[config.mk]
export PLATFORM = sky130hd
export DESIGN_NAME = prime_sieve_filter_chain
export DESIGN_NICKNAME = d
export VERILOG_FILES = /design/src/psfc_pkg.sv /design/src/psfc_ram.sv /design/src/psfc_mod.sv /design/src/prime_sieve_filter_chain.sv
export SDC_FILE = /design/constraint.sdc
export NUM_CORES = 1
export LEC_CHECK = 0
export ABC_AREA = 0
export BUFFER_PORTS_ARGS = -buffer_cell sky130_fd_sc_hd__clkbuf_2
export CELL_PAD_IN_SITES_DETAIL_PLACEMENT = 0
export CELL_PAD_IN_SITES_GLOBAL_PLACEMENT = 2
export CORE_MARGIN = 3
export CORE_UTILIZATION = 40
export CTS_CLUSTER_DIAMETER = 50
export CTS_CLUSTER_SIZE = 25
export DETAILED_ROUTE_END_ITERATION = 7
export GPL_ROUTABILITY_DRIVEN = 1
export PLACE_DENSITY = 0.76
export RECOVER_POWER = 50
export SYNTH_ARGS = -nofsm -noshare
export SYNTH_HDL_FRONTEND = slang
export SYNTH_HIERARCHICAL = 1
export SYNTH_SLANG_ARGS = --single-unit
[constraint.sdc]
create_clock -name clk -period 3.7 [get_ports clk]
set_clock_uncertainty 0.2 [all_clocks]
set_input_delay 0.74 -clock clk [delete_from_list [all_inputs] [get_ports clk]]
set_output_delay 0.74 -clock clk [all_outputs]
set_load 0.01 [all_outputs]
[src/psfc_pkg.sv]
`timescale 1ns / 1ps
// ----------------------------------------------------------------------------
// Prime sieve filter chain package
// Transaction types and the status bundle of the remainder unit.
// ----------------------------------------------------------------------------
package psfc_pkg;

	typedef struct packed {
		logic [15:0] candidate;
		logic        is_last;
	} item_t;

	typedef struct packed {
		logic [15:0] prime_value;
		logic        found_prime;
		logic        overflow;
		logic        end_of_run;
	} result_t;

	typedef struct packed {
		logic done;
		logic rem_zero;
	} div_status_t;

endpackage

[src/psfc_ram.sv]
`timescale 1ns / 1ps
// ----------------------------------------------------------------------------
// Generic RAM
// One write port and one read port, read data registered.
// ----------------------------------------------------------------------------
module psfc_ram #(
	parameter int WIDTH  = 16,
	parameter int DEPTH  = 64,
	parameter int ADDR_W = (DEPTH > 1) ? $clog2(DEPTH) : 1
) (
	input  logic              clk,
	input  logic              we,
	input  logic [ADDR_W-1:0] waddr,
	input  logic [WIDTH-1:0]  wdata,
	input  logic              re,
	input  logic [ADDR_W-1:0] raddr,
	output logic [WIDTH-1:0]  rdata
);

	logic [WIDTH-1:0] mem [DEPTH];
	logic [WIDTH-1:0] rdata_q;

	always_ff @(posedge clk) begin
		if (we) begin
			mem[waddr] <= wdata;
		end
		if (re) begin
			rdata_q <= mem[raddr];
		end
	end

	assign rdata = rdata_q;

endmodule

[src/psfc_mod.sv]
`timescale 1ns / 1ps
// ----------------------------------------------------------------------------
// Remainder unit
// Restoring remainder, one dividend bit per cycle.
// ----------------------------------------------------------------------------
module psfc_mod #(
	parameter int W = 16
) (
	input  logic                 clk,
	input  logic                 arst_n,
	input  logic                 start,
	input  logic [W-1:0]         dividend,
	input  logic [W-1:0]         divisor,
	output psfc_pkg::div_status_t status
);
	import psfc_pkg::*;

	localparam int CNTW = $clog2(W + 1);

	logic            busy_q;
	logic            done_q;
	logic [CNTW-1:0] cnt_q;
	logic [W-1:0]    dvd_q;
	logic [W-1:0]    dvs_q;
	logic [W-1:0]    rem_q;
	logic [W:0]      shifted;
	logic            fits;

	assign shifted = {rem_q, dvd_q[W-1]};
	assign fits    = shifted >= {1'b0, dvs_q};

	always_ff @(posedge clk or negedge arst_n) begin
		if (!arst_n) begin
			busy_q <= 1'b0;
			done_q <= 1'b0;
			cnt_q  <= '0;
		end else begin
			done_q <= 1'b0;
			if (start) begin
				busy_q <= 1'b1;
				cnt_q  <= CNTW'(W);
			end else if (busy_q) begin
				cnt_q <= cnt_q - CNTW'(1);
				if (cnt_q == CNTW'(1)) begin
					busy_q <= 1'b0;
					done_q <= 1'b1;
				end
			end
		end
	end

	always_ff @(posedge clk) begin
		if (start) begin
			dvd_q <= dividend;
			dvs_q <= divisor;
			rem_q <= '0;
		end else if (busy_q) begin
			dvd_q <= {dvd_q[W-2:0], 1'b0};
			rem_q <= fits ? W'(shifted - {1'b0, dvs_q}) : shifted[W-1:0];
		end
	end

	assign status.done     = done_q;
	assign status.rem_zero = (rem_q == '0);

endmodule

[src/prime_sieve_filter_chain.sv]
`timescale 1ns / 1ps
// ----------------------------------------------------------------------------
// Prime sieve filter chain
// Tests candidates against the stored primes and keeps the new ones.
// ----------------------------------------------------------------------------
// One candidate is handled at a time. Its stored primes are read one by one
// from a single RAM and each one is checked by a bit-serial remainder unit,
// and a composite stops at the first prime that divides it. The filled cells
// form a prefix of the chain and are tracked by a fill count, so no clearing
// pass is needed after reset or after the last candidate of a run. A finished
// result sits in an output register, so the next candidate is taken while the
// result still waits.
module prime_sieve_filter_chain #(
	parameter int NUM_CELLS  = 64,
	parameter int VALUE_BITS = 16
) (
	input  logic              clk,
	input  logic              arst_n,
	input  logic              item_valid,
	output logic              item_stall,
	input  psfc_pkg::item_t   item,
	output logic              result_valid,
	input  logic              result_stall,
	output psfc_pkg::result_t result
);
	import psfc_pkg::*;

	localparam int AW = (NUM_CELLS > 1) ? $clog2(NUM_CELLS) : 1;
	localparam int CW = $clog2(NUM_CELLS + 1);

	localparam logic [2:0] ST_IDLE   = 3'd0;
	localparam logic [2:0] ST_READ   = 3'd1;
	localparam logic [2:0] ST_LOAD   = 3'd2;
	localparam logic [2:0] ST_DIV    = 3'd3;
	localparam logic [2:0] ST_FINISH = 3'd4;

	logic [2:0]            state_q;
	logic [CW-1:0]         count_q;
	logic [CW-1:0]         idx_q;
	logic [CW-1:0]         idx_next;
	logic [VALUE_BITS-1:0] cand_q;
	logic [VALUE_BITS-1:0] cand_w;
	logic                  last_q;
	logic                  prime_q;
	logic                  result_valid_q;
	result_t               result_q;
	logic                  accept;
	logic                  full;
	logic                  slot_free;
	logic                  finish_go;
	logic                  store;
	logic [VALUE_BITS-1:0] rd_data;
	div_status_t           div_status;

	assign cand_w    = VALUE_BITS'(item.candidate);
	assign accept    = item_valid && (state_q == ST_IDLE);
	assign full      = (count_q == CW'(NUM_CELLS));
	assign idx_next  = idx_q + CW'(1);
	assign slot_free = !result_valid_q || !result_stall;
	assign finish_go = (state_q == ST_FINISH) && slot_free;
	assign store     = finish_go && prime_q && !full;

	// Writes happen only in the finish step and reads only while testing,
	// so the sequencing keeps a read and a write of the same cell apart.
	psfc_ram #(
		.WIDTH (VALUE_BITS),
		.DEPTH (NUM_CELLS)
	) u_ram (
		.clk   (clk),
		.we    (store),
		.waddr (count_q[AW-1:0]),
		.wdata (cand_q),
		.re    (state_q == ST_READ),
		.raddr (idx_q[AW-1:0]),
		.rdata (rd_data)
	);

	psfc_mod #(
		.W (VALUE_BITS)
	) u_mod (
		.clk      (clk),
		.arst_n   (arst_n),
		.start    (state_q == ST_LOAD),
		.dividend (cand_q),
		.divisor  (rd_data),
		.status   (div_status)
	);

	always_ff @(posedge clk or negedge arst_n) begin
		if (!arst_n) begin
			state_q <= ST_IDLE;
			count_q <= '0;
		end else begin
			unique case (state_q)
				ST_IDLE: begin
					if (accept) begin
						if (cand_w < VALUE_BITS'(2) || count_q == '0) begin
							state_q <= ST_FINISH;
						end else begin
							state_q <= ST_READ;
						end
					end
				end
				ST_READ: begin
					state_q <= ST_LOAD;
				end
				ST_LOAD: begin
					state_q <= ST_DIV;
				end
				ST_DIV: begin
					if (div_status.done) begin
						if (div_status.rem_zero || idx_next == count_q) begin
							state_q <= ST_FINISH;
						end else begin
							state_q <= ST_READ;
						end
					end
				end
				ST_FINISH: begin
					if (slot_free) begin
						state_q <= ST_IDLE;
						if (last_q) begin
							count_q <= '0;
						end else if (store) begin
							count_q <= count_q + CW'(1);
						end
					end
				end
				default: begin
					state_q <= ST_IDLE;
				end
			endcase
		end
	end

	always_ff @(posedge clk) begin
		if (accept) begin
			cand_q  <= cand_w;
			last_q  <= item.is_last;
			idx_q   <= '0;
			prime_q <= (cand_w >= VALUE_BITS'(2));
		end else if (state_q == ST_DIV && div_status.done) begin
			if (div_status.rem_zero) begin
				prime_q <= 1'b0;
			end
			idx_q <= idx_next;
		end
	end

	always_ff @(posedge clk or negedge arst_n) begin
		if (!arst_n) begin
			result_valid_q <= 1'b0;
		end else if (finish_go && (prime_q || last_q)) begin
			result_valid_q <= 1'b1;
		end else if (!result_stall) begin
			result_valid_q <= 1'b0;
		end
	end

	always_ff @(posedge clk) begin
		if (finish_go && (prime_q || last_q)) begin
			result_q.prime_value <= prime_q ? 16'(cand_q) : 16'd0;
			result_q.found_prime <= prime_q;
			result_q.overflow    <= prime_q && full;
			result_q.end_of_run  <= last_q;
		end
	end

	assign item_stall   = (state_q != ST_IDLE);
	assign result_valid = result_valid_q;
	assign result       = result_q;

endmodule

Word level (Yosys, flattened, before mapping)
Memory sizes are Yosys's and may differ from the RTL's. A register that Yosys moved wholly into a read port is not among the register bits.
Cells that the tools add are included.
{ "totals": {"ram_bits": 1024, "input_bits": 21, "mem_count": 1, "elab_cells": 87, "regBits": 110} }
{ "op_classes": {"reduce_logical": 25, "eq_ne": 11, "magnitude_cmp": 3, "mux": 26, "addsub": 4} }
{ "mem_list": {"columns": ["memory", "words", "width", "read_ports", "rd_ports_with_merged_regs", "wr", "line", "text"], "rows": [
  ["u_ram.mem", 64, 16, 1, 1, 1, "psfc_ram.sv:20", "logic [WIDTH-1:0] mem [DEPTH];"]
]} }
{ "ops": {"columns": ["operator", "n"], "rows": [
  ["2-to-1 mux 16 bit", 3],
  [">= comparator 17 x 16 -> 1 bit", 1],
  [">= comparator 16 x 2 -> 1 bit (second input constant)", 1],
  ["logical NOT 16 bit", 1],
  ["< comparator 16 x 2 -> 1 bit (second input constant)", 1],
  ["subtractor 16 bit", 1],
  ["2-to-1 mux 3 bit", 5],
  ["case mux 3 bit (5 select lines)", 1],
  ["adder 7 x 1 -> 7 bit (second input constant)", 2],
  ["2-to-1 mux 7 bit", 2],
  ["2-to-1 mux 1 bit", 13],
  ["2-to-1 mux 5 bit", 2],
  ["nonzero test 2 bit", 4],
  ["equality test 7 bit", 1],
  ["equality test 7 bit (second input constant)", 1],
  ["logical AND 1 bit", 7],
  ["logical NOT 7 bit", 1],
  ["equality test 3 x 2 -> 1 bit (second input constant)", 2],
  ["AND reduction 3 bit", 2],
  ["equality test 5 x 1 -> 1 bit (second input constant)", 1],
  ["subtractor 5 x 1 -> 5 bit (second input constant)", 1],
  ["logical OR 1 bit", 4],
  ["!= test 2 x 1 -> 1 bit (second input constant)", 2],
  ["!= test 2 bit (second input constant)", 2],
  ["other kinds (6)", 8]
]} }

Longest topological paths before layout
Gate-level depths: netlist of the first run.
{ "depth": {"word_depth": 7, "depth_mapped": 11, "depth_no_buf": 11} }

Hierarchy
Netlist of the first run, hierarchy kept.
{ "by_module_without_submodules": {"columns": ["module", "seq_area_each_um2", "cells_each", "area_each_um2", "instances"], "rows": [
  ["psfc_ram", 31230.0, 1829, 40202.3, 1],
  ["psfc_mod", 1456.4, 300, 3169.3, 1],
  ["prime_sieve_filter_chain", 1526.5, 198, 2454.9, 1]
]} }

Least setup slack after synthesis of the first run
No wires, ideal clock.
{ "synth_path": {"path_type": "input to register", "from": "input result_stall", "to": "memory u_ram.mem[48][0], enable pin", "setup_slack_ns": -0.006, "t_required_ns": 3.091, "arrival_time_ns": 3.097, "cell_stages": 6, "n_path_buf": 0, "cell_sequence": "a211oi_1 > nand2_1 > nor2_1 > nor2b_1 > nand4b_1 > nor3_1"} }
{ "synth_via": {"elab_chain_len": 7} }
{ "synth_rtl": {"columns": ["item", "line", "text"], "rows": [
  ["start, declared", "prime_sieve_filter_chain.sv:23", "input logic result_stall,"],
  ["logical NOT 1 bit", null, null],
  ["logical OR 1 bit", "prime_sieve_filter_chain.sv:59", "assign slot_free = !result_valid_q || !result_stall;"],
  ["logical AND 1 bit", "prime_sieve_filter_chain.sv:60", "assign finish_go = (state_q == ST_FINISH) && slot_free;"],
  ["logical AND 1 bit (2 in series)", "prime_sieve_filter_chain.sv:61", "assign store = finish_go && prime_q && !full;"],
  ["named net store", "prime_sieve_filter_chain.sv:51", "logic store;"],
  ["2-to-1 mux 1 bit", "psfc_ram.sv:24", "if (we) begin"],
  ["2-to-1 mux 1 bit (not written as such)", "psfc_ram.sv:25", "mem[waddr] <= wdata;"],
  ["end, declared", "psfc_ram.sv:20", null]
]} }
The timed path passes the listed nets, and every way through them passes these cells.

==> results of run 1 <==
==> flip-flops by register name (all words and copies together), names as in the netlist <==
register / flops
u_mod/dvs_q: 16
cand_q: 16
u_mod/cnt_q: 5
u_mod/busy_q: 1
u_mod/rem_q: 16
u_mod/done_q: 1
prime_q: 1
u_mod/dvd_q: 16
result_valid: 1
idx_q: 7
u_ram/rdata: 16
u_ram/mem: 1024
last_q: 1
count_q: 7
state_q: 3
result: 19
==> logic make-up after synthesis <==
family,synth area share [%]
xor gates and xnor gates,0.631
DFF,74.7
AOI/OAI and AO/OA,3.64
muxes,14.2
adders and majority gates,0.617
buffers and inverters,2.15
and+or+nand+nor,4.06
==> worst paths after layout <==
check,startpoint,end,slack [ns]
max,idx_q[0],u_ram/rdata[15],0.43
min,item[1],cand_q[0],0.04
max reg2reg,idx_q[0],u_ram/rdata[15],0.43
min reg2reg,u_ram/rdata[4],u_mod/dvs_q[4],0.22
max in group asynchronous,arst_n,count_q[2],2.15
min in group asynchronous,arst_n,u_mod/done_q,0.54
==> power by group <==
group | switching, mW | total (mW) | internal, mW
Sequential | 0.284 | 14.8 | 14.5
Clock | 5.42 | 11.6 | 6.21
Combinational | 4.02 | 7.48 | 3.46
==> cells in the mapped netlist, drive strengths merged (9+ instances only) <==
master / n
nand4: 16
a211oi: 29
a221oi: 17
ha: 21
a22oi: 39
a31oi: 10
nand3: 40
nor4: 11
nor2b: 32
xnor2: 20
dfrtp: 18
a21oi: 35
nor3: 10
xor2: 13
mux2i: 98
buf: 92
nand2: 88
and2: 21
dfxtp: 23
a311oi: 9
mux2: 43
o21ai: 21
inv: 29
edfxtp: 1109
mux4: 224
nor2: 123
clkbuf: 36
==> through the flow <==
step           instances  setup WS (ns)  hold slack, ns  utilization [%]
2_1_floorplan       2327          0.316           0.200                -
5_1_grt             4134          0.255          0.0170             46.2
3_5_place_dp        3929          0.293           0.208             43.0
6_report            4135          0.433          0.0435             46.2
3_3_place_gp        3929          0.309           0.203             43.0
4_1_cts             4134          0.625         0.00521             46.4
==> layer usage <==
metal	share of wire, %	global-route usage [%]	vias up
met3	6.8	2.67	171
met2	49	31.2	881
li1	-	-	9963
met1	41	26.9	12200
met5	0	0	-
met4	2.9	5.28	0
==> final cells by class <==
type	instances	area (µm²)
inverter	30	113
clock inverter	90	1060
sequential	1150	34200
multi-input combinational	1019	10600
clock buffer	114	2790
tap	1500	1880
antenna	1	2.50
timing repair buffer	231	1600
fill	9408	60800
==> what timing repair did <==
action                    in CTS  in global routing
hold endpoints to repair      18                  0
setup buffers                  0                  0
hold buffers                   1                  0
==> reports/qor.yml, run 1 <==
synthCells: 2327
cts_inserted_buffers: 110
design_area_um2: 52300
drtIter0Drc: 2399
worstSetupPathType: "flip-flop to flip-flop"
routabilityCongestion: 0.850
drt_wl_total_mm: 112
nNetsFinal: 2585
first_pass_iters: 5
avgViaCountPerCell: 5.62
ir_drop_mv: 0.419
finalMaxSlewViolations: 711
clk-insertion-delay-late_ns: 0.69
fp.dieH_um: 344
slowest_stage: "clkbuf_2"
dieArea_um2: 119000
grt_pass1_wl_mm: 165
yosys_most_used_dff: "edfxtp_1"
cts_tree: "built"
avgSynthCellArea_um2: 19.7
ys_seq_elements: 1150
grt-ovfl-total: 0
cp-end-kind: "flip-flop"
final_common_cell: "edfxtp_1"
postPlaceCellArea_um2: 48600
cts-root-buf: "clkbuf_16"
clock_path_buffers: 3
cts-resized-gates: 0
worst_pin_slew_ns: 2.72
status: "finished, violations left"
max_stage_delay_ns: 0.80
synth.distinct_cells: 83
path_cells: "clkbuf_2 > mux4_2 > mux2_2 > a221oi_1 > buf_4 > a311oi_1"
drive_above_1_share_pct: 25.6
place_hpwl_mm: 71.1
clock-sinks: 1150
antenna_found_initial: 3
fin_tns_setup_ns: 0
port_buffers: 41
critical-path-top-delay-family: "buffers and inverters"
fp.dieW_um: 344
netlist_area_um2: 45800
path_max_fanout: 25
synth_top_area_cell: "edfxtp_1"
synth-edff-count: 1109
via_count: 23200
cp_num_buf_inv: 2
start_util_pct: 40.5
p_per_area_nw_per_um2: 648
failed_checks: "capacitance limit, slew limit"
reg2reg_depth: 6
fin_crit_sh_pct: 88.3
synth.top_cell.area_share_pct: 72.7
grt_pass1_vias: 23600
rsz0062_at_grt: "no"
drtAntennaViolNets: 0
fp-row-count: 123
p_leak_nw: 16.5
synth_warnings: 6
h-tree-depth: 3
cp.depth: 6
layout_common_cells: "edfxtp_1, mux4_2, buf_4, nor2_1, clkbuf_16"
clk_transition_reported_paths_ns: 0.08
async_flop_share_pct: 1.57
max_freq_mhz: 306
synth_seq_area_share_pct: 74.7
core_area_um2: 113000
setup_viol: 0
track_usage_pct: 19.1
synth_area_leaders: "edfxtp_1, mux4_2, mux2i_1, mux2_2, dfxtp_1"
max_cap_viol_count: 15
io_pins: 42
finalHoldViolCount: 0
hold_class: "input port to flip-flop"
hold_path_depth: 1
power_mw: 33.9
start_kind: "flip-flop"
wl_per_cell_um: 27.0
required_ns: 3.92
relSlewSlack_pct: -81.4
synthesis.nets: 2370
crit_arrival_ns: 3.49
post-route-min-period_ns: 3.27
drc_errors: 0
areaGrowthSynthToFinish_pct: 14.1
grt_max_degree: 67
Power figures use the tool's default switching activity.
==> run 2: changes to the inputs <==
--- a/config.mk
+++ b/config.mk
@@ -10,12 +10,12 @@
 export CELL_PAD_IN_SITES_DETAIL_PLACEMENT = 0
 export CELL_PAD_IN_SITES_GLOBAL_PLACEMENT = 2
 export CORE_MARGIN = 3
-export CORE_UTILIZATION = 40
+export CORE_UTILIZATION = 45
 export CTS_CLUSTER_DIAMETER = 50
 export CTS_CLUSTER_SIZE = 25
 export DETAILED_ROUTE_END_ITERATION = 7
 export GPL_ROUTABILITY_DRIVEN = 1
-export PLACE_DENSITY = 0.76
+export PLACE_DENSITY = 0.83
 export RECOVER_POWER = 50
 export SYNTH_ARGS = -nofsm -noshare
 export SYNTH_HDL_FRONTEND = slang
==> run 2 against run 1 <==
  * The flow still finishes with violations (capacitance limit, slew limit)
  * Hold slack better by 0.016 ns
  * Global-route usage is 1.8 points higher
  * Maximum frequency is 0.30% lower
  * Via count is 0.84% higher
  * Power is 1.5% lower
  * Non-clock buffer count is 12 lower
  * First-iteration DRC count is 4.9% higher
  * Routed wire length is 1.3% lower
  * Largest cell class unchanged
  * Largest power group unchanged
==> reports/qor.yml, run 2 (synthesized netlist as in run 1, its figures left out) <==
status: "finished, violations left"  # unchanged
failed_checks: "capacitance limit, slew limit"  # unchanged
fp.dieW_um: 325  # was 344 µm
min_to: "last_q"  # was cand_q[0]
cts-resized-gates: 0  # unchanged
required_ns: 4.06  # was 3.92 ns
drc_errors: 0  # unchanged
start_util_pct: 45.6  # was 40.5%
clock_path_buffers: 3  # unchanged
drtAntennaViolNets: 0  # unchanged
grt_max_degree: 67  # unchanged
max_cap_viol_count: 16  # was 15
via_count: 23400  # was 23.2k
io_pins: 42  # unchanged
grt_pass1_vias: 23700  # was 23.6k
r2r-start: "idx_q[1]"  # was idx_q[0]
layout_common_cells: "edfxtp_1, mux4_2, buf_4, nor2_1, clkbuf_16"  # unchanged
postCtsSetupRepairBufs: 0  # unchanged
clk_transition_reported_paths_ns: 0.07  # was 0.08 ns
r2r_setup_slack_ns: 0.42  # was 0.43 ns
fp-row-count: 116  # was 123
finalHoldViolCount: 0  # unchanged
track_usage_pct: 20.9  # was 19.1%
wl_per_cell_um: 27.8  # was 27.0 µm
cts_tree: "built"  # unchanged
fillers: 7786  # was 9408
avgViaCountPerCell: 5.91  # was 5.62
relSlewSlack_pct: -38.1  # was -81.4%
cts_inserted_buffers: 102  # was 110
cp-end-kind: "flip-flop"  # unchanged
path_max_fanout: 36  # was 25
hp-start: "item[0]"  # was item[1]
h-tree-depth: 3  # unchanged
hold_class: "input port to flip-flop"  # unchanged
drive_above_1_share_pct: 25.0  # was 25.6%
antenna_found_initial: 4  # was 3
num_antenna_cells: 0  # was 1
crit_arrival_ns: 3.64  # was 3.49 ns
grt-ovfl-total: 0  # unchanged
grt_pass1_wl_mm: 163  # was 165 mm
fin_tns_setup_ns: 0  # unchanged
nNetsFinal: 2565  # was 2585
finalMaxSlewViolations: 722  # was 711
rsz0062_at_grt: "no"  # unchanged
clk-insertion-delay-late_ns: 0.69  # about the same
post-route-min-period_ns: 3.28  # was 3.27 ns
routabilityCongestion: 0.853  # was 0.850
p_per_area_nw_per_um2: 644  # was 648 nW/µm²
largest_reg_flops: 1024  # unchanged
setup_viol: 0  # unchanged
cts-root-buf: "clkbuf_16"  # unchanged
dieArea_um2: 106000  # was 119000 µm²
p_leak_nw: 16.4  # was 16.5 nW
final_cells: 3965  # was 4135
drt_wl_total_mm: 110  # was 112 mm
final_common_cell: "edfxtp_1"  # unchanged
clock-sinks: 1150  # unchanged
largest_register: "u_ram/mem"  # unchanged
worstSetupPathType: "flip-flop to flip-flop"  # unchanged
start_kind: "flip-flop"  # unchanged
place_hpwl_mm: 69.5  # was 71.1 mm
hold_path_depth: 1  # unchanged
reg2reg_depth: 5  # was 6
fp.dieH_um: 325  # was 344 µm
port_buffers: 41  # unchanged
regToRegEndpoint: "u_ram/rdata[15]"  # unchanged
fin_crit_sh_pct: 88.6  # was 88.3%
areaGrowthSynthToFinish_pct: 13.1  # was 14.1%
placed_cells: 3774  # was 3929
max_freq_mhz: 305  # was 306 MHz
drtIter0Drc: 2517  # was 2399
first_pass_iters: 6  # was 5
cts_hold_buf: 1  # unchanged
core_area_um2: 101000  # was 113000 µm²
ir_drop_mv: 0.400  # was 0.419 mV
worst_pin_slew_ns: 2.07  # was 2.72 ns
-- run 2: changes by cell type in the layout (fill, tap and decap cells not counted), sizes merged, moves of 6 or more --
cell      delta
clkinv       -7
buf          -7
inv          +6
clkbuf      -10
clkinvlp     -6
-- run 2: stage by stage --
| stage | power [mW] | area, µm² | hold WS [ns] | setup WS, ns | util [%] |
|---|---|---|---|---|---|
| after CTS | 33.6 | 52000 | 0.0132 | 0.386 | 51.7 |
| after global placement | 22.4 | 48400 | 0.271 | 0.336 | 48.1 |
| final | 33.4 | 51800 | 0.0595 | 0.423 | 51.5 |
| after detailed placement | 22.5 | 48400 | 0.259 | 0.381 | 48.1 |
| after floorplan | 20.6 | 45800 | 0.200 | 0.316 | - |
| after global routing | 34.7 | 51800 | 0.0231 | 0.277 | 51.5 |
-- run 2: worst max-delay path, cell delays in order, from the launching register on --
cell      delay (ns)
dfxtp_4         0.55
buf_4           0.30
nor2b_1         0.85
a22oi_1         0.48
a311oi_1        0.56
buf_4           0.20
-- run 2: worst max-delay path by stage --
| stage | start | endpoint | slack, ns |
|---|---|---|---|
| after floorplan | result_stall | u_ram/mem[62][0] | 0.32 |
| after global placement | idx_q[0] | u_ram/rdata[15] | 0.34 |
| after detailed placement | idx_q[0] | u_ram/rdata[15] | 0.38 |
| after CTS | idx_q[0] | u_ram/rdata[15] | 0.39 |
| after global routing | idx_q[4] | u_ram/rdata[15] | 0.28 |
| final | idx_q[1] | u_ram/rdata[15] | 0.42 |
-- run 2: power by group --
part	switching, mW	leakage [nW]	internal, mW	total, mW
logic	3.91	4.20	3.41	7.32
registers	0.373	10.4	14.5	14.9
clock network	5.36	1.77	5.84	11.2
-- run 2: cell type report --
class / count / area, µm² / share of cell area [%]
Clock buffer: 108 / 2600 / 5.01
Inverter: 30 / 113 / 0.217
Multi-Input combinational cell: 1019 / 10600 / 20.5
Tap cell: 1357 / 1700 / 3.28
Timing Repair Buffer: 219 / 1550 / 2.98
Clock inverter: 82 / 1040 / 2.01
Sequential cell: 1150 / 34200 / 66.0
-- run 2: per-layer routing --
layer	vias to the layer above	wire length [µm]	part of all wire, %	GRT usage [%]
met4	2	4320	3.9	7.91
met3	205	8380	7.6	3.77
met5	-	13	0.012	0
li1	9913	-	-	-
met2	960	53100	48	33.2
met1	12400	44600	40	29.0
